<file path="config.mk">
export PLATFORM = sky130hd
export DESIGN_NAME = framed_uart_command_device_flat
export DESIGN_NICKNAME = d
export VERILOG_FILES = /design/src/rtl/fucd_pkg.sv /design/src/rtl/fucd_if.sv /design/src/rtl/framed_uart_command_device.sv /design/src/rtl/fucd_front.sv /design/src/rtl/fucd_queue.sv /design/src/rtl/fucd_back.sv /design/src/flat_wrapper.sv
export SDC_FILE = /design/constraint.sdc
export NUM_CORES = 1
export LEC_CHECK = 0
export BUFFER_PORTS_ARGS = -buffer_cell sky130_fd_sc_hd__buf_2
export CORE_MARGIN = 4
export CORE_UTILIZATION = 48
export CTS_BUF_LIST = sky130_fd_sc_hd__clkbuf_8
export DETAILED_ROUTE_END_ITERATION = 12
export GPL_TIMING_DRIVEN = 0
export PLACE_DENSITY = 0.69
export SYNTH_ARGS = -nofsm -noshare
export SYNTH_HDL_FRONTEND = slang
export SYNTH_SLANG_ARGS = --single-unit
</file>
<file path="constraint.sdc">
create_clock -name clk_i -period 12.45 [get_ports clk_i]
set_clock_uncertainty 0.1 [all_clocks]
set_input_delay 1.8675 -clock clk_i [delete_from_list [all_inputs] [get_ports clk_i]]
set_output_delay 1.8675 -clock clk_i [all_outputs]
set_load 0.02 [all_outputs]
</file>
<file path="src/rtl/fucd_pkg.sv">
`timescale 1ns / 1ps
`default_nettype none
// ----------------------------------------------------------------------------
// fucd_pkg
// Shared types and constants of the framed uart command device.
// ----------------------------------------------------------------------------
package fucd_pkg;

  typedef enum logic [1:0] {
    CMD_BYTE    = 2'd0,
    CMD_ENABLE  = 2'd1,
    CMD_DISABLE = 2'd2,
    CMD_STATUS  = 2'd3
  } cmd_e;

  typedef enum logic [1:0] {
    OP_NOP    = 2'd0,
    OP_HK     = 2'd1,
    OP_SENSOR = 2'd2,
    OP_CONFIG = 2'd3
  } op_e;

  localparam int unsigned MsgLen  = 9;
  localparam int unsigned LenOver = 10;
  localparam int unsigned CntW    = 4;
  localparam int unsigned QDepth  = 2;

  localparam logic [7:0] HdrHi = 8'hDE;
  localparam logic [7:0] HdrLo = 8'hAD;
  localparam logic [7:0] TrlHi = 8'hBE;
  localparam logic [7:0] TrlLo = 8'hEF;

  localparam logic [15:0] OffsetBin = 16'h8000;

  // reply layout: echo, DE AD, count, word 1, word 2, BE EF
  localparam int unsigned ReplyMax = 25;
  localparam int unsigned IdxW     = 5;
  localparam logic [IdxW-1:0] LastEcho   = 5'd8;
  localparam logic [IdxW-1:0] LastHk     = 5'd24;
  localparam logic [IdxW-1:0] LastSensor = 5'd22;

  // one reply, snapshot of everything it will send
  typedef struct packed {
    logic [MsgLen-1:0][7:0] msg;
    op_e                    op;
    logic [31:0]            cnt;
    logic [31:0]            w1;
    logic [31:0]            w2;
  } job_t;

endpackage
`default_nettype wire

</file>
<file path="src/rtl/fucd_if.sv">
`timescale 1ns / 1ps
`default_nettype none
// ----------------------------------------------------------------------------
// fucd_in_if / fucd_out_if
// Valid/ready channels carrying input items and reply bytes.
// ----------------------------------------------------------------------------
interface fucd_in_if;
  logic               valid;
  logic               ready;
  logic        [1:0]  cmd;
  logic        [7:0]  rx_byte;
  logic               end_of_message;
  logic        [31:0] status_value;
  logic signed [15:0] sensor_x;
  logic signed [15:0] sensor_y;
  logic signed [15:0] sensor_z;

  modport source (output valid, cmd, rx_byte, end_of_message, status_value,
                  sensor_x, sensor_y, sensor_z, input ready);
  modport sink   (input valid, cmd, rx_byte, end_of_message, status_value,
                  sensor_x, sensor_y, sensor_z, output ready);
endinterface

interface fucd_out_if;
  logic       valid;
  logic       ready;
  logic [7:0] tx_byte;
  logic       last_byte;

  modport source (output valid, tx_byte, last_byte, input ready);
  modport sink   (input valid, tx_byte, last_byte, output ready);
endinterface
`default_nettype wire

</file>
<file path="src/rtl/framed_uart_command_device.sv">
`timescale 1ns / 1ps
`default_nettype none
// ending byte taken -> job queued -> first reply byte registered and offered
// throughput: one input item per cycle; replies drain one byte per ready cycle
// input stalls only while the reply queue of QueueDepth jobs is full
// reset: asynchronous active low; device enabled, counter, config, status cleared
// the message buffer is not reset and is always written before it is read
// ----------------------------------------------------------------------------
// framed_uart_command_device
// Framed command receiver with echo and housekeeping/sensor reply frames.
// ----------------------------------------------------------------------------
module framed_uart_command_device #(
  parameter int unsigned QueueDepth = fucd_pkg::QDepth
) (
  input  wire logic clk_i,
  input  wire logic rst_ni,
  fucd_in_if.sink   in_i,
  fucd_out_if.source out_o
);
  import fucd_pkg::*;

  job_t push_job;
  logic push;
  logic full;
  job_t head_job;
  logic head_vld;
  logic pop;

  fucd_front u_front (
    .clk_i  (clk_i),
    .rst_ni (rst_ni),
    .in_i   (in_i),
    .job_o  (push_job),
    .push_o (push),
    .full_i (full)
  );

  fucd_queue #(
    .Depth (QueueDepth)
  ) u_queue (
    .clk_i   (clk_i),
    .rst_ni  (rst_ni),
    .push_i  (push),
    .job_i   (push_job),
    .full_o  (full),
    .valid_o (head_vld),
    .job_o   (head_job),
    .pop_i   (pop)
  );

  fucd_back u_back (
    .clk_i   (clk_i),
    .rst_ni  (rst_ni),
    .valid_i (head_vld),
    .job_i   (head_job),
    .pop_o   (pop),
    .out_o   (out_o)
  );

endmodule
`default_nettype wire

</file>
<file path="src/rtl/fucd_front.sv">
`timescale 1ns / 1ps
`default_nettype none
// ----------------------------------------------------------------------------
// fucd_front
// Takes input items, buffers message bytes, checks framing, keeps the device
// registers and pushes one reply job per answered message.
// ----------------------------------------------------------------------------
module fucd_front (
  input  wire logic          clk_i,
  input  wire logic          rst_ni,
  fucd_in_if.sink            in_i,
  output fucd_pkg::job_t     job_o,
  output logic               push_o,
  input  wire logic          full_i
);
  import fucd_pkg::*;

  logic [7:0]      buf_q [MsgLen];
  logic [CntW-1:0] cnt_q, cnt_d;
  logic            en_q, en_d;
  logic [31:0]     seq_q, seq_d;
  logic [31:0]     cfg_q, cfg_d;
  logic [31:0]     stat_q, stat_d;

  logic       acc;
  logic       msg_ok;
  logic [7:0] op;
  logic       op_ok;

  assign in_i.ready = !full_i;
  assign acc        = in_i.valid && in_i.ready;

  assign op     = buf_q[2];
  assign op_ok  = (op[7:2] == 6'd0);
  // the ninth byte is the one arriving now
  assign msg_ok = en_q && (cnt_q == CntW'(MsgLen - 1)) &&
                  (buf_q[0] == HdrHi) && (buf_q[1] == HdrLo) &&
                  (buf_q[MsgLen-2] == TrlHi) && (in_i.rx_byte == TrlLo);

  always_comb begin
    for (int i = 0; i < MsgLen - 1; i++) begin
      job_o.msg[i] = buf_q[i];
    end
    job_o.msg[MsgLen-1] = in_i.rx_byte;
    job_o.op            = op_e'(op[1:0]);
    job_o.cnt           = seq_q + 32'd1;
    if (op_e'(op[1:0]) == OP_HK) begin
      job_o.w1 = cfg_q;
      job_o.w2 = stat_q;
    end else begin
      job_o.w1 = {in_i.sensor_x ^ OffsetBin, in_i.sensor_y ^ OffsetBin};
      job_o.w2 = {in_i.sensor_z ^ OffsetBin, TrlHi, TrlLo};
    end
  end

  always_comb begin
    cnt_d  = cnt_q;
    en_d   = en_q;
    seq_d  = seq_q;
    cfg_d  = cfg_q;
    stat_d = stat_q;
    push_o = 1'b0;
    if (acc) begin
      unique case (cmd_e'(in_i.cmd))
        CMD_ENABLE: begin
          en_d = 1'b1;
        end
        CMD_DISABLE: begin
          en_d   = 1'b0;
          seq_d  = '0;
          cfg_d  = '0;
          stat_d = '0;
        end
        CMD_STATUS: begin
          stat_d = in_i.status_value;
        end
        CMD_BYTE: begin
          if (cnt_q < CntW'(LenOver)) begin
            cnt_d = cnt_q + CntW'(1);
          end
          if (in_i.end_of_message) begin
            cnt_d = '0;
            if (msg_ok) begin
              seq_d  = seq_q + 32'd1 + {31'd0, op_ok};
              push_o = op_ok;
              if (op_ok && (op_e'(op[1:0]) == OP_CONFIG)) begin
                cfg_d = {buf_q[3], buf_q[4], buf_q[5], buf_q[6]};
              end
            end
          end
        end
        default: begin
          en_d = en_q;
        end
      endcase
    end
  end

  always_ff @(posedge clk_i or negedge rst_ni) begin
    if (!rst_ni) begin
      cnt_q  <= '0;
      en_q   <= 1'b1;
      seq_q  <= '0;
      cfg_q  <= '0;
      stat_q <= '0;
    end else begin
      cnt_q  <= cnt_d;
      en_q   <= en_d;
      seq_q  <= seq_d;
      cfg_q  <= cfg_d;
      stat_q <= stat_d;
    end
  end

  // message bytes past the ninth are dropped
  always_ff @(posedge clk_i) begin
    if (acc && (cmd_e'(in_i.cmd) == CMD_BYTE) && (cnt_q < CntW'(MsgLen))) begin
      buf_q[cnt_q] <= in_i.rx_byte;
    end
  end

endmodule
`default_nettype wire

</file>
<file path="src/rtl/fucd_queue.sv">
`timescale 1ns / 1ps
`default_nettype none
// ----------------------------------------------------------------------------
// fucd_queue
// Short first-in first-out queue of reply jobs between front and back.
// ----------------------------------------------------------------------------
module fucd_queue #(
  parameter int unsigned Depth = fucd_pkg::QDepth
) (
  input  wire logic           clk_i,
  input  wire logic           rst_ni,
  input  wire logic           push_i,
  input  wire fucd_pkg::job_t job_i,
  output logic                full_o,
  output logic                valid_o,
  output fucd_pkg::job_t      job_o,
  input  wire logic           pop_i
);
  import fucd_pkg::*;

  localparam int unsigned PtrW = (Depth > 1) ? $clog2(Depth) : 1;
  localparam int unsigned FillW = $clog2(Depth + 1);

  job_t             mem_q [Depth];
  logic [PtrW-1:0]  wr_q, wr_d, rd_q, rd_d;
  logic [FillW-1:0] fill_q, fill_d;
  logic             do_push, do_pop;

  assign full_o  = (fill_q == FillW'(Depth));
  assign valid_o = (fill_q != '0);
  assign job_o   = mem_q[rd_q];
  assign do_push = push_i && !full_o;
  assign do_pop  = pop_i && valid_o;

  always_comb begin
    wr_d   = wr_q;
    rd_d   = rd_q;
    fill_d = fill_q;
    if (do_push) begin
      wr_d = (wr_q == PtrW'(Depth - 1)) ? '0 : wr_q + PtrW'(1);
    end
    if (do_pop) begin
      rd_d = (rd_q == PtrW'(Depth - 1)) ? '0 : rd_q + PtrW'(1);
    end
    case ({do_push, do_pop})
      2'b10:   fill_d = fill_q + FillW'(1);
      2'b01:   fill_d = fill_q - FillW'(1);
      default: fill_d = fill_q;
    endcase
  end

  always_ff @(posedge clk_i or negedge rst_ni) begin
    if (!rst_ni) begin
      wr_q   <= '0;
      rd_q   <= '0;
      fill_q <= '0;
    end else begin
      wr_q   <= wr_d;
      rd_q   <= rd_d;
      fill_q <= fill_d;
    end
  end

  always_ff @(posedge clk_i) begin
    if (do_push) begin
      mem_q[wr_q] <= job_i;
    end
  end

endmodule
`default_nettype wire

</file>
<file path="src/rtl/fucd_back.sv">
`timescale 1ns / 1ps
`default_nettype none
// ----------------------------------------------------------------------------
// fucd_back
// Serializes the job at the queue head into reply bytes through an output
// register, one per cycle while the sink is ready.
// ----------------------------------------------------------------------------
module fucd_back (
  input  wire logic           clk_i,
  input  wire logic           rst_ni,
  input  wire logic           valid_i,
  input  wire fucd_pkg::job_t job_i,
  output logic                pop_o,
  fucd_out_if.source          out_o
);
  import fucd_pkg::*;

  logic [7:0]      frame [ReplyMax];
  logic [IdxW-1:0] idx_q, idx_d;
  logic [IdxW-1:0] last_idx;
  logic            vld_q, vld_d;
  logic [7:0]      byte_q, byte_d;
  logic            lst_q, lst_d;
  logic            adv;
  logic            at_end;

  always_comb begin
    for (int i = 0; i < MsgLen; i++) begin
      frame[i] = job_i.msg[i];
    end
    frame[MsgLen]      = HdrHi;
    frame[MsgLen + 1]  = HdrLo;
    for (int i = 0; i < 4; i++) begin
      frame[MsgLen + 2 + i]  = job_i.cnt[31 - 8*i -: 8];
      frame[MsgLen + 6 + i]  = job_i.w1[31 - 8*i -: 8];
      frame[MsgLen + 10 + i] = job_i.w2[31 - 8*i -: 8];
    end
    frame[ReplyMax - 2] = TrlHi;
    frame[ReplyMax - 1] = TrlLo;
  end

  always_comb begin
    unique case (job_i.op)
      OP_HK:     last_idx = LastHk;
      OP_SENSOR: last_idx = LastSensor;
      default:   last_idx = LastEcho;
    endcase
  end

  assign adv    = !vld_q || out_o.ready;
  assign at_end = (idx_q == last_idx);
  assign pop_o  = adv && valid_i && at_end;

  always_comb begin
    idx_d  = idx_q;
    vld_d  = vld_q;
    byte_d = byte_q;
    lst_d  = lst_q;
    if (adv) begin
      vld_d = valid_i;
      if (valid_i) begin
        byte_d = frame[idx_q];
        lst_d  = at_end;
        idx_d  = at_end ? '0 : idx_q + IdxW'(1);
      end
    end
  end

  always_ff @(posedge clk_i or negedge rst_ni) begin
    if (!rst_ni) begin
      idx_q <= '0;
      vld_q <= 1'b0;
    end else begin
      idx_q <= idx_d;
      vld_q <= vld_d;
    end
  end

  always_ff @(posedge clk_i) begin
    byte_q <= byte_d;
    lst_q  <= lst_d;
  end

  assign out_o.valid     = vld_q;
  assign out_o.tx_byte   = byte_q;
  assign out_o.last_byte = lst_q;

endmodule
`default_nettype wire

</file>
<file path="src/flat_wrapper.sv">
// flat-port wrapper written by rule: the top's interface ports become plain ports
module framed_uart_command_device_flat import fucd_pkg::*;
#(
  parameter int unsigned QueueDepth = fucd_pkg::QDepth
)
  (clk_i, rst_ni, in_i_valid, in_i_cmd, in_i_rx_byte, in_i_end_of_message, in_i_status_value, in_i_sensor_x, in_i_sensor_y, in_i_sensor_z, in_i_ready, out_o_valid, out_o_tx_byte, out_o_last_byte, out_o_ready);
  fucd_in_if in_i_i ();
  fucd_out_if out_o_i ();
  input  wire logic clk_i;
  input  wire logic rst_ni;
  input wire logic [$bits(in_i_i.valid)-1:0] in_i_valid;
  input wire logic [$bits(in_i_i.cmd)-1:0] in_i_cmd;
  input wire logic [$bits(in_i_i.rx_byte)-1:0] in_i_rx_byte;
  input wire logic [$bits(in_i_i.end_of_message)-1:0] in_i_end_of_message;
  input wire logic [$bits(in_i_i.status_value)-1:0] in_i_status_value;
  input wire logic [$bits(in_i_i.sensor_x)-1:0] in_i_sensor_x;
  input wire logic [$bits(in_i_i.sensor_y)-1:0] in_i_sensor_y;
  input wire logic [$bits(in_i_i.sensor_z)-1:0] in_i_sensor_z;
  output wire logic [$bits(in_i_i.ready)-1:0] in_i_ready;
  output wire logic [$bits(out_o_i.valid)-1:0] out_o_valid;
  output wire logic [$bits(out_o_i.tx_byte)-1:0] out_o_tx_byte;
  output wire logic [$bits(out_o_i.last_byte)-1:0] out_o_last_byte;
  input wire logic [$bits(out_o_i.ready)-1:0] out_o_ready;
  assign in_i_i.valid = in_i_valid;
  assign in_i_i.cmd = in_i_cmd;
  assign in_i_i.rx_byte = in_i_rx_byte;
  assign in_i_i.end_of_message = in_i_end_of_message;
  assign in_i_i.status_value = in_i_status_value;
  assign in_i_i.sensor_x = in_i_sensor_x;
  assign in_i_i.sensor_y = in_i_sensor_y;
  assign in_i_i.sensor_z = in_i_sensor_z;
  assign in_i_ready = in_i_i.ready;
  assign out_o_valid = out_o_i.valid;
  assign out_o_tx_byte = out_o_i.tx_byte;
  assign out_o_last_byte = out_o_i.last_byte;
  assign out_o_i.ready = out_o_ready;
  framed_uart_command_device #(.QueueDepth(QueueDepth)) u_core (.clk_i(clk_i), .rst_ni(rst_ni), .in_i(in_i_i), .out_o(out_o_i));
endmodule
</file>
==> flow_summary.toml, run 1 <==
[setup_path]
critical_path.max_fanout = 57
cp.required_ns = 12.62
arrival_time_reported_for_the_critical_path_endpoint_ns = 5.15
crit_path_end_kind = "flop"
timing.critical_path.from_type = "input pin"
timing.setup.critical_path_class = "input pin to flop"

[placed_design]
placedInstanceArea_sq_um = 23590
placement.setup.worst_slack_ns = 6.786
place.gp.congestion = 0.8972
portBuffers = 105
dp_hpwl_microns = 37980

[timing]
grt_setup_unrepaired = "no"
final_min_period_over_clock_period_pct = 40.01
final-max-slew-violation-count = 0
report.final.hold_viol_count = 0
worst_slew_pin_slew_ns = 1.242
shortest_clock_period_the_worst_path_allows_after_layout_ns = 4.981
max_freq_mhz = 200.8
postLayoutSetupSlackWorst_ns = 7.469
report.final.setup_viol = 0
relSlewSlack_pct = 16.65

[route]
drt_drc_violations_left = 0
wire_per_inst_microns = 24.26
drt_first_iter_violations = 1538
drt_first_pass_iters = 5
route.antenna.remaining_nets = 0
vias = 13200
total_length_of_routed_wires_microns = 54540
vias_per_cell = 5.873

[floorplanning]
fp.dieArea_sq_um = 49530
ioPinCount = 106
die-width_microns = 222.6
dieHeight_microns = 222.6
placement_rows = 78
initial_utilization_pct = 48.59
core_region_area_sq_um = 45480

[logic_synthesis]
async_reset_ff_share_pct = 21.35
synth_cell_types = 67
yosys_most_used_dff = "sky130_fd_sc_hd__edfxtp_1"
post_synthesis_instance_total = 1375
synth.net_count = 1484
mappedNetlistArea_sq_um = 22100
number_of_storage_elements_in_the_synthesis_netlist = 520
syn-mean-instance-area_sq_um = 16.07
synth_edf_count = 409
synth.yosys.seq_area_share_pct = 68.16
ys_warn_count = 0

[global_route]
grt_pass1_vias = 13360
global_route_wire_length_before_repair_microns = 81950
grt_antenna_before_repair = 0
global_route.usage.total_pct = 21.82
grtUsageMet3_pct = 4.809
groute.layer.met1.usage_pct = 31.10
grtUsageMet2_pct = 34.42
gr-total-overflow = 0
maximum_number_of_pins_on_one_net_before_global_route_repair = 89
global_route.peak_usage_layer = "met2"

[layout]
finish.net_count = 1686
post-route-cell-area_sq_um = 25210
drive_above_1_share_pct = 24.59
area_delta_synth_final_pct = 14.11

[hold_path]
holdCritPathClass = "flop to flop"

[clock_tree]
cts.sinks = 520
total_clock_buffers_created_by_cts = 86
clkSlewWorstSetupHoldPaths_ns = 0.06
ctsRootBufferMaster = "sky130_fd_sc_hd__clkbuf_8"
insertion_delay_ns = 0.62
tritoncts = "done"
htree_num_levels = 3
cts_resized = 0
cts.path.max_buffers = 3
count_of_buffers_added_by_post_cts_timing_repair_for_setup = 0
cts_hold_buffers = 0

[power]
worst_ir_drop_vdd_uv = 80.86
static_leakage_uw = 0.009008
power_per_cell_area_nw_per_um2 = 135.7

[run]
cap_viol_max_count = 0

[outcome]
run_status = "complete, no violations"
-- per-layer routing --
layer  part of all wire (%)  wire length [microns]
met5                      0                      0
met4                    2.3                   1278
met3                    8.3                   4550
met2                     47                  25820
met1                     42                  22890
-- worst paths after layout --
check	startpoint	slack (ns)	cells past startpoint	end
min in group asynchronous	rst_ni	1.00	1	u_core.u_front.stat_q[17]
worst min-delay path	u_core.u_front.buf_q[1][1]	0.37	0	u_core.u_queue.mem_q[1][107]
worst max-delay path	in_i_rx_byte[5]	7.47	9	u_core.u_queue.mem_q[1][49]
worst max register to register	u_core.u_back.idx_q[0]	8.00	9	u_core.u_back.out_o.tx_byte[1]
worst min register to register	u_core.u_front.buf_q[1][1]	0.37	0	u_core.u_queue.mem_q[1][107]
max in group asynchronous	rst_ni	10.44	2	u_core.u_front.en_q
-- registers in the layout, summed over array words and instances, names as in the netlist, 4 cells and up --
name and cells:
u_core.u_front.buf_q 64, u_core.u_back.idx_q 5, u_core.u_front.seq_q 32, u_core.u_front.stat_q 32, u_core.u_queue.mem_q 336, u_core.u_front.cfg_q 32, u_core.u_front.cnt_q 4, u_core.u_back.out_o.tx_byte 8
-- cell usage in the layout, fill, tap and decap left out, drive strengths merged, types with 4 or more instances in the layout --
| cell | netlist | routed |
|---|---|---|
| xor2 | 18 | 18 |
| clkbuf | 46 | 140 |
| nor2 | 31 | 31 |
| a21o | 4 | 4 |
| a31oi | 6 | 6 |
| and3 | 14 | 14 |
| inv | 36 | 72 |
| mux4 | 78 | 78 |
| buf | 33 | 147 |
| nor2b | 7 | 7 |
| o21ai | 66 | 66 |
| and4b | 4 | 4 |
| mux2 | 55 | 55 |
| a22o | 56 | 56 |
| or3 | 5 | 5 |
| nand2b | 17 | 17 |
| clkinv | 1 | 24 |
| and2 | 10 | 10 |
| nand4b | 8 | 8 |
| o211ai | 4 | 4 |
| o31ai | 4 | 4 |
| dfrtp | 110 | 110 |
| nand4 | 20 | 20 |
| xnor2 | 36 | 36 |
| ha | 14 | 14 |
| edfxtp | 409 | 409 |
| nand2 | 82 | 82 |
| mux2i | 50 | 50 |
| o22ai | 7 | 7 |
| a21oi | 37 | 37 |
| nor4 | 14 | 14 |
| nor3 | 18 | 18 |
| nand3 | 30 | 30 |
-- synth_stat cells (11+ instances only) --
library cell               number  area, sq um
sky130_fd_sc_hd__dfrtp_1      110         2753
sky130_fd_sc_hd__nand3_1       28        140.1
sky130_fd_sc_hd__nor2_1        31        116.4
sky130_fd_sc_hd__clkbuf_1      45        168.9
sky130_fd_sc_hd__nand2_1       82        307.8
sky130_fd_sc_hd__o21ai_0       52        260.3
sky130_fd_sc_hd__o21ai_1       14        70.07
sky130_fd_sc_hd__mux2_2        55        619.3
sky130_fd_sc_hd__buf_1         11        41.29
sky130_fd_sc_hd__ha_1          14        175.2
sky130_fd_sc_hd__a22o_1        56        490.5
sky130_fd_sc_hd__mux2i_1       50        500.5
sky130_fd_sc_hd__nand4_1       17        106.4
sky130_fd_sc_hd__a21oi_1       37        185.2
sky130_fd_sc_hd__inv_1         36        135.1
sky130_fd_sc_hd__and3_1        14        87.58
sky130_fd_sc_hd__buf_2         17        85.08
sky130_fd_sc_hd__mux4_2        78         1757
sky130_fd_sc_hd__xnor2_1       36        315.3
sky130_fd_sc_hd__nand2b_1      17        106.4
sky130_fd_sc_hd__nor3_1        18        90.09
sky130_fd_sc_hd__edfxtp_1     409        12280
sky130_fd_sc_hd__xor2_1        18        157.7
-- per-stage QoR --
stage	std cells	TNS (ns)	hold slack, ns	util [%]	total power [uW]
2_1_floorplan	1375	0	0.3355	-	2002
3_3_place_gp	2080	-466.07	0.3425	51.39	2056
3_5_place_dp	2089	0	0.3464	51.88	2063
4_1_cts	2247	0	0.3603	55.43	3453
5_1_grt	2247	0	0.3823	55.43	3552
6_report	2248	0	0.3651	55.44	3422
-- cells by family (layout without fill, tap and decap cells) --
| kind of cell | after synthesis | after routing | share of synthesized area [%] |
|---|---|---|---|
| flip-flops | 520 | 520 | 68.16 |
| AND/OR/NAND/NOR | 277 | 277 | 7.282 |
| AO/OA/AOI/OAI | 211 | 211 | 6.433 |
| multiplexers | 183 | 183 | 13.02 |
| buffers and inverters | 116 | 388 | 2.174 |
| XOR/XNOR | 54 | 54 | 2.140 |
| adder cells (fa/ha/maj) | 14 | 14 | 0.7928 |
| other | 0 | 1 | 0 |
-- report_power, final --
part / total, uW / internal (uW) / switching, uW
registers: 1920 / 1900 / 21.1
clock network: 1390 / 737 / 656
logic: 111 / 45.8 / 64.7
-- cell type report --
type	count	area (sq um)
fill	3625	20270
sequential	520	15060
multi-input combinational	739	6568
clock buffer	94	1294
tap	600	750.7
timing repair buffer	114	734.5
buffer	79	341.6
clock inverter	64	322.8
inverter	37	138.9
antenna	1	2.502
-- worst max-delay path: stages --
cell and delay, ns:
sky130_fd_sc_hd__buf_2 0.30, sky130_fd_sc_hd__nand4b_1 0.18, sky130_fd_sc_hd__nor4_1 0.38, sky130_fd_sc_hd__nand3_1 0.22
sky130_fd_sc_hd__nor2_1 0.37, sky130_fd_sc_hd__clkbuf_1 0.58, sky130_fd_sc_hd__and3_4 0.55, sky130_fd_sc_hd__buf_16 0.32
sky130_fd_sc_hd__buf_16 0.31
Note: power is estimated with default switching activity, not from simulation.
==> run 2: changes to the inputs <==
==> constraint.sdc (replaced) <==
create_clock -name clk_i -period 5.17 [get_ports clk_i]
set_clock_uncertainty 0.1 [all_clocks]
set_input_delay 0.7755 -clock clk_i [delete_from_list [all_inputs] [get_ports clk_i]]
set_output_delay 0.7755 -clock clk_i [all_outputs]
set_load 0.02 [all_outputs]
==> run 2 against run 1 <==
Net effect: power grew 140%; combinational power is 140% higher; cell area is 0.46% lower; critical endpoint is now u_core.u_queue.mem_q[1][50]; clock-buffer cell count is 6 lower; highest routed layer unchanged; non-clock buffer count shrank 1; critical path depth is the same; global-route usage up 0.17 points; utilization down 0.26 points; final cell count is 0.31% lower.
==> flow_summary.toml, run 2 (same netlist as run 1, synthesis figures left out) <==
[outcome]
run_status = "complete, no violations"

[placed_design]
placedInstanceArea_sq_um = 23570
place.gp.congestion = 0.8914
dp_hpwl_microns = 38200
placed_cells_incl_taps = 2088
placement.setup.worst_slack_ns = 0.3237
portBuffers = 105

[layout]
area_delta_synth_final_pct = 13.58
layout_commonest_cell = "sky130_fd_sc_hd__edfxtp_1"
biggestRegsByFlops = "u_core.u_queue.mem_q (336), u_core.u_front.buf_q (64)"
post-route-cell-area_sq_um = 25100
finish.net_count = 1682
antenna_cells = 0
final_cells = 2241
regMostFlops = "u_core.u_queue.mem_q"
flip_flop_count_of_the_largest_register_after_layout = 336
drive_above_1_share_pct = 24.31
commonest_cells_after_routing_fill_and_taps_aside = "sky130_fd_sc_hd__edfxtp_1, sky130_fd_sc_hd__buf_2, sky130_fd_sc_hd__dfrtp_1, sky130_fd_sc_hd__clkbuf_8, sky130_fd_sc_hd__nand2_1"

[setup_path]
reg2reg_from = "u_core.u_front.buf_q[7][4]"
r2r_setup_slack_ns = 0.67
critical_path.max_fanout = 62
crit_path_end_kind = "flop"
reg2regPathDepth = 9
timing.critical_path.from_type = "flop"
timing.setup.critical_path_class = "flop to flop"
arrival_time_reported_for_the_critical_path_endpoint_ns = 4.68
r2r-end = "u_core.u_queue.mem_q[1][50]"
cp.required_ns = 5.35

[clock_tree]
cts.sinks = 520
total_clock_buffers_created_by_cts = 83
cts_hold_buffers = 0
htree_num_levels = 3
clkSlewWorstSetupHoldPaths_ns = 0.06
insertion_delay_ns = 0.64
ctsRootBufferMaster = "sky130_fd_sc_hd__clkbuf_8"
cts.path.max_buffers = 3
cts_resized = 0
tritoncts = "done"
count_of_buffers_added_by_post_cts_timing_repair_for_setup = 0

[run]
cap_viol_max_count = 0

[floorplanning]
dieHeight_microns = 222.6
fp.dieArea_sq_um = 49530
initial_utilization_pct = 48.59
core_region_area_sq_um = 45480
ioPinCount = 106
die-width_microns = 222.6
placement_rows = 78

[global_route]
maximum_number_of_pins_on_one_net_before_global_route_repair = 64
global_route.usage.total_pct = 21.99
gr-total-overflow = 0
grt_antenna_before_repair = 0
global_route_wire_length_before_repair_microns = 82560
grt_pass1_vias = 13540

[timing]
report.final.setup_viol = 0
relSlewSlack_pct = 16.28
grt_setup_unrepaired = "no"
report.final.hold_viol_count = 0
max_freq_mhz = 222.1
final_min_period_over_clock_period_pct = 87.10
shortest_clock_period_the_worst_path_allows_after_layout_ns = 4.503
final-max-slew-violation-count = 0
postLayoutSetupSlackWorst_ns = 0.6667
worst_slew_pin_slew_ns = 1.247

[route]
drt_first_pass_iters = 5
vias = 13090
vias_per_cell = 5.842
route.antenna.remaining_nets = 0
wire_per_inst_microns = 24.38
drt_drc_violations_left = 0
drt_first_iter_violations = 1205
total_length_of_routed_wires_microns = 54640

[power]
power_per_cell_area_nw_per_um2 = 323.7
static_leakage_uw = 0.008938
worst_ir_drop_vdd_uv = 193.3

[hold_path]
holdCritPathClass = "input pin to async pin"
## run 2: through the flow
step	total power (uW)	setup TNS [ns]	utilization (%)	hold slack [ns]
6_report	8123	0	55.18	0.05616
4_1_cts	8189	0	55.18	0.04224
5_1_grt	8443	0	55.18	0.08140
3_5_place_dp	4969	0	51.84	0.3520
3_3_place_gp	4952	-531.31	51.41	0.3439
2_1_floorplan	4820	0	-	0.3355
## run 2: where the power goes
part	switching, uW	internal [uW]	total [uW]
registers	51.9	4570	4620
clock network	1600	1630	3240
logic	155	110	265
## run 2: critical path: stages (launching register included)
cell and delay [ns]:
sky130_fd_sc_hd__edfxtp_1 0.41, sky130_fd_sc_hd__nand4_1 0.14, sky130_fd_sc_hd__or4b_1 0.49, sky130_fd_sc_hd__nor3_1 0.31
sky130_fd_sc_hd__nand3_1 0.23, sky130_fd_sc_hd__nor2_1 0.36, sky130_fd_sc_hd__clkbuf_1 0.57, sky130_fd_sc_hd__and3_4 0.76
sky130_fd_sc_hd__buf_16 0.38, sky130_fd_sc_hd__buf_16 0.33
## run 2: layout make-up
class | instances | area (sq um)
clock buffers | 88 | 1211
repair buffers | 113 | 714.4
flip-flops and latches | 520 | 15060
fillers | 3674 | 20380
multi-input cells | 739 | 6568
well taps | 600 | 750.7
clock inverters | 65 | 311.5
inverters | 37 | 138.9
plain buffers | 79 | 341.6
## run 2: worst max path at each step
stage,cells past startpoint,start,to,slack (ns)
floorplan,7,in_i_cmd[0],u_core.u_queue.mem_q[0][0],0.46
global placement,7,in_i_rx_byte[5],u_core.u_queue.mem_q[0][50],-1.72
detailed placement,9,in_i_rx_byte[5],u_core.u_queue.mem_q[1][43],0.32
CTS,9,u_core.u_front.buf_q[7][4],u_core.u_queue.mem_q[1][45],0.64
global route,9,u_core.u_front.buf_q[7][4],u_core.u_queue.mem_q[1][50],0.39
finish,9,u_core.u_front.buf_q[7][4],u_core.u_queue.mem_q[1][50],0.67
## run 2: per-layer routing
metal	global-route usage [%]	up-vias	wire length [microns]
met5	0	-	0
li1	-	5793	-
met3	5.496	95	4689
met1	30.13	6624	22550
met4	7.616	0	1635
met2	34.80	580	25760
==> run 3: changes to the inputs <==
--- a/config.mk
+++ b/config.mk
@@ -11,7 +11,7 @@
 export CTS_BUF_LIST = sky130_fd_sc_hd__clkbuf_8
 export DETAILED_ROUTE_END_ITERATION = 12
 export GPL_TIMING_DRIVEN = 0
-export PLACE_DENSITY = 0.69
+export PLACE_DENSITY = 0.75
 export SYNTH_ARGS = -nofsm -noshare
 export SYNTH_HDL_FRONTEND = slang
 export SYNTH_SLANG_ARGS = --single-unit
==> run 3 against run 2 <==
Net effect: worst hold slack better by 0.23 ns; fmax down 2.4%; sequential share of layout area down 0.49 points; first-iteration DRC count up 31%; power up 2.5%; critical endpoint is now u_core.u_queue.mem_q[1][42]; clock-buffer cell count up 9; sequential power about the same; global-route usage down 0.30 points; utilization up 0.45 points; clock power up 6.2%; setup slack worse by 0.11 ns.
==> flow_summary.toml, run 3 (same netlist as run 1, synthesis figures left out) <==
[outcome]
run_status = "complete, no violations"

[timing]
report.final.hold_viol_count = 0
max_freq_mhz = 216.7
grt_setup_unrepaired = "no"
postLayoutSetupSlackWorst_ns = 0.5543
relSlewSlack_pct = 16.85
final.setup.tns_ns = 0
final-max-slew-violation-count = 0
shortest_clock_period_the_worst_path_allows_after_layout_ns = 4.616
report.final.setup_viol = 0
worst_slew_pin_slew_ns = 1.247
final_min_period_over_clock_period_pct = 89.28

[layout]
drive_above_1_share_pct = 25.00
commonest_cells_after_routing_fill_and_taps_aside = "sky130_fd_sc_hd__edfxtp_1, sky130_fd_sc_hd__buf_2, sky130_fd_sc_hd__dfrtp_1, sky130_fd_sc_hd__clkbuf_8, sky130_fd_sc_hd__nand2_1"
n_fill_cell = 3559
flip_flop_count_of_the_largest_register_after_layout = 336
layout_commonest_cell = "sky130_fd_sc_hd__edfxtp_1"
regMostFlops = "u_core.u_queue.mem_q"
antenna_cells = 0
final_cells = 2248
post-route-cell-area_sq_um = 25300
finish.net_count = 1686
biggestRegsByFlops = "u_core.u_queue.mem_q (336), u_core.u_front.buf_q (64)"
area_delta_synth_final_pct = 14.51

[clock_tree]
clkSlewWorstSetupHoldPaths_ns = 0.06
insertion_delay_ns = 0.63
total_clock_buffers_created_by_cts = 84
htree_num_levels = 3
tritoncts = "done"
cts.sinks = 520
cts.path.max_buffers = 3
ctsRootBufferMaster = "sky130_fd_sc_hd__clkbuf_8"

[power]
internal_power_uw = 6512
static_leakage_uw = 0.009048
power.clock.fraction_pct = 41.3
power_per_cell_area_nw_per_um2 = 328.9
worst_ir_drop_vdd_uv = 202.6
switching_power_uw = 1811
sw_share_pct = 21.76
combinational_power_share_pct = 3.2
share_seq_of_total_power_pct = 55.5
totalPowerFinal_uw = 8323

[floorplanning]
dieHeight_microns = 222.6
initial_utilization_pct = 48.59
ioPinCount = 106
fp.dieArea_sq_um = 49530
die-width_microns = 222.6
placement_rows = 78
core_region_area_sq_um = 45480

[route]
route.antenna.remaining_nets = 0
wire_per_inst_microns = 24.16
total_length_of_routed_wires_microns = 54310
drt_first_iter_violations = 1583
drt_first_pass_iters = 5
drt_drc_violations_left = 0
vias = 13230
vias_per_cell = 5.887

[placed_design]
placement.setup.worst_slack_ns = 0.2752
placedInstanceArea_sq_um = 23630
dp_hpwl_microns = 37860
placed_cells_incl_taps = 2090
place.gp.congestion = 0.8863
portBuffers = 105

[global_route]
maximum_number_of_pins_on_one_net_before_global_route_repair = 92
grt_pass1_vias = 13510
global_route_wire_length_before_repair_microns = 81940
gr-total-overflow = 0
grt_antenna_before_repair = 1
global_route.usage.total_pct = 21.69

[setup_path]
crit_path_end_kind = "flop"
reg2reg_from = "u_core.u_front.buf_q[7][4]"
critical_path.max_fanout = 56
cp.required_ns = 5.36
arrival_time_reported_for_the_critical_path_endpoint_ns = 4.80
timing.setup.critical_path_class = "flop to flop"
timing.critical_path.from_type = "flop"
critical_path_origin = "u_core.u_front.buf_q[7][4]"

[hold_path]
holdCritPathClass = "input pin to flop"
hold_start = "in_i_status_value[10]"

[run]
cap_viol_max_count = 0
==> run 3: cell count changes in the layout (fill, tap and decap cells not counted) <==
cell / previous run / this run
sky130_fd_sc_hd__clkinv_4: 1 / 0
sky130_fd_sc_hd__clkbuf_8: 88 / 97
sky130_fd_sc_hd__inv_1: 65 / 67
sky130_fd_sc_hd__buf_16: 3 / 5
sky130_fd_sc_hd__bufinv_16: 1 / 2
sky130_fd_sc_hd__clkinv_1: 19 / 10
sky130_fd_sc_hd__inv_8: 1 / 3
sky130_fd_sc_hd__dlygate4sd3_1: 0 / 1
==> run 3: area by class of cell <==
cell class | count | area [sq um] | share of cell area (%)
Sequential cell | 520 | 15060 | 59.52
Multi-Input combinational cell | 739 | 6568 | 25.96
Clock buffer | 97 | 1335 | 5.276
Timing Repair Buffer | 116 | 779.5 | 3.081
Tap cell | 600 | 750.7 | 2.967
Buffer | 79 | 341.6 | 1.350
Clock inverter | 60 | 329.1 | 1.301
Inverter | 37 | 138.9 | 0.5489
==> run 3: stage by stage <==
stage / hold WS [ns] / util [%]
finish: 0.2886 / 55.64
global route: 0.2564 / 55.64
CTS: 0.2413 / 55.64
detailed placement: 0.3562 / 51.96
global placement: 0.3470 / 51.41
floorplan: 0.3355 / -
==> run 3: worst max-delay path: stages (launching register included) <==
cell	delay [ns]
sky130_fd_sc_hd__edfxtp_1	0.41
sky130_fd_sc_hd__nand4_1	0.14
sky130_fd_sc_hd__or4b_1	0.47
sky130_fd_sc_hd__nor3_1	0.38
sky130_fd_sc_hd__nand3_1	0.25
sky130_fd_sc_hd__nor2_1	0.37
sky130_fd_sc_hd__clkbuf_1	0.56
sky130_fd_sc_hd__and3_4	0.61
sky130_fd_sc_hd__buf_12	0.31
sky130_fd_sc_hd__buf_16	0.32
sky130_fd_sc_hd__buf_16	0.28
==> run 3: final timing paths <==
path	endpoint	slack (ns)	depth (start not counted)
max reg2reg	u_core.u_queue.mem_q[1][42]	0.55	10
min in group asynchronous	u_core.u_front.stat_q[9]	0.48	2
min	u_core.u_front.stat_q[10]	0.29	2
max in group asynchronous	u_core.u_front.en_q	3.72	3
min reg2reg	u_core.u_queue.mem_q[0][107]	0.37	0
max	u_core.u_queue.mem_q[1][42]	0.55	10
==> run 3: what timing repair did <==
item,4_1_cts,5_1_grt
gates resized for setup,0,0
endpoints found under the hold margin,20,0
buffers inserted,0,0
hold buffers,1,0
==> run 3: per-layer routing <==
layer  vias to the layer above  share of wire (%)  global-route usage [%]
met5                         -              0.013                       0
met4                         2                2.7                   6.980
met3                        87                8.5                   4.347
met2                       634                 48                   35.23
met1                      6713                 40                   29.87
li1                       5798                  -                       -
==> run 3: power by group through the flow <==
stage,combinational [uW],clock (uW),sequential [uW]
after floorplan,136,0,4680
after global placement,249,0,4700
after detailed placement,265,0,4700
after CTS,268,3510,4620
after global routing,292,3720,4620
final,265,3440,4620
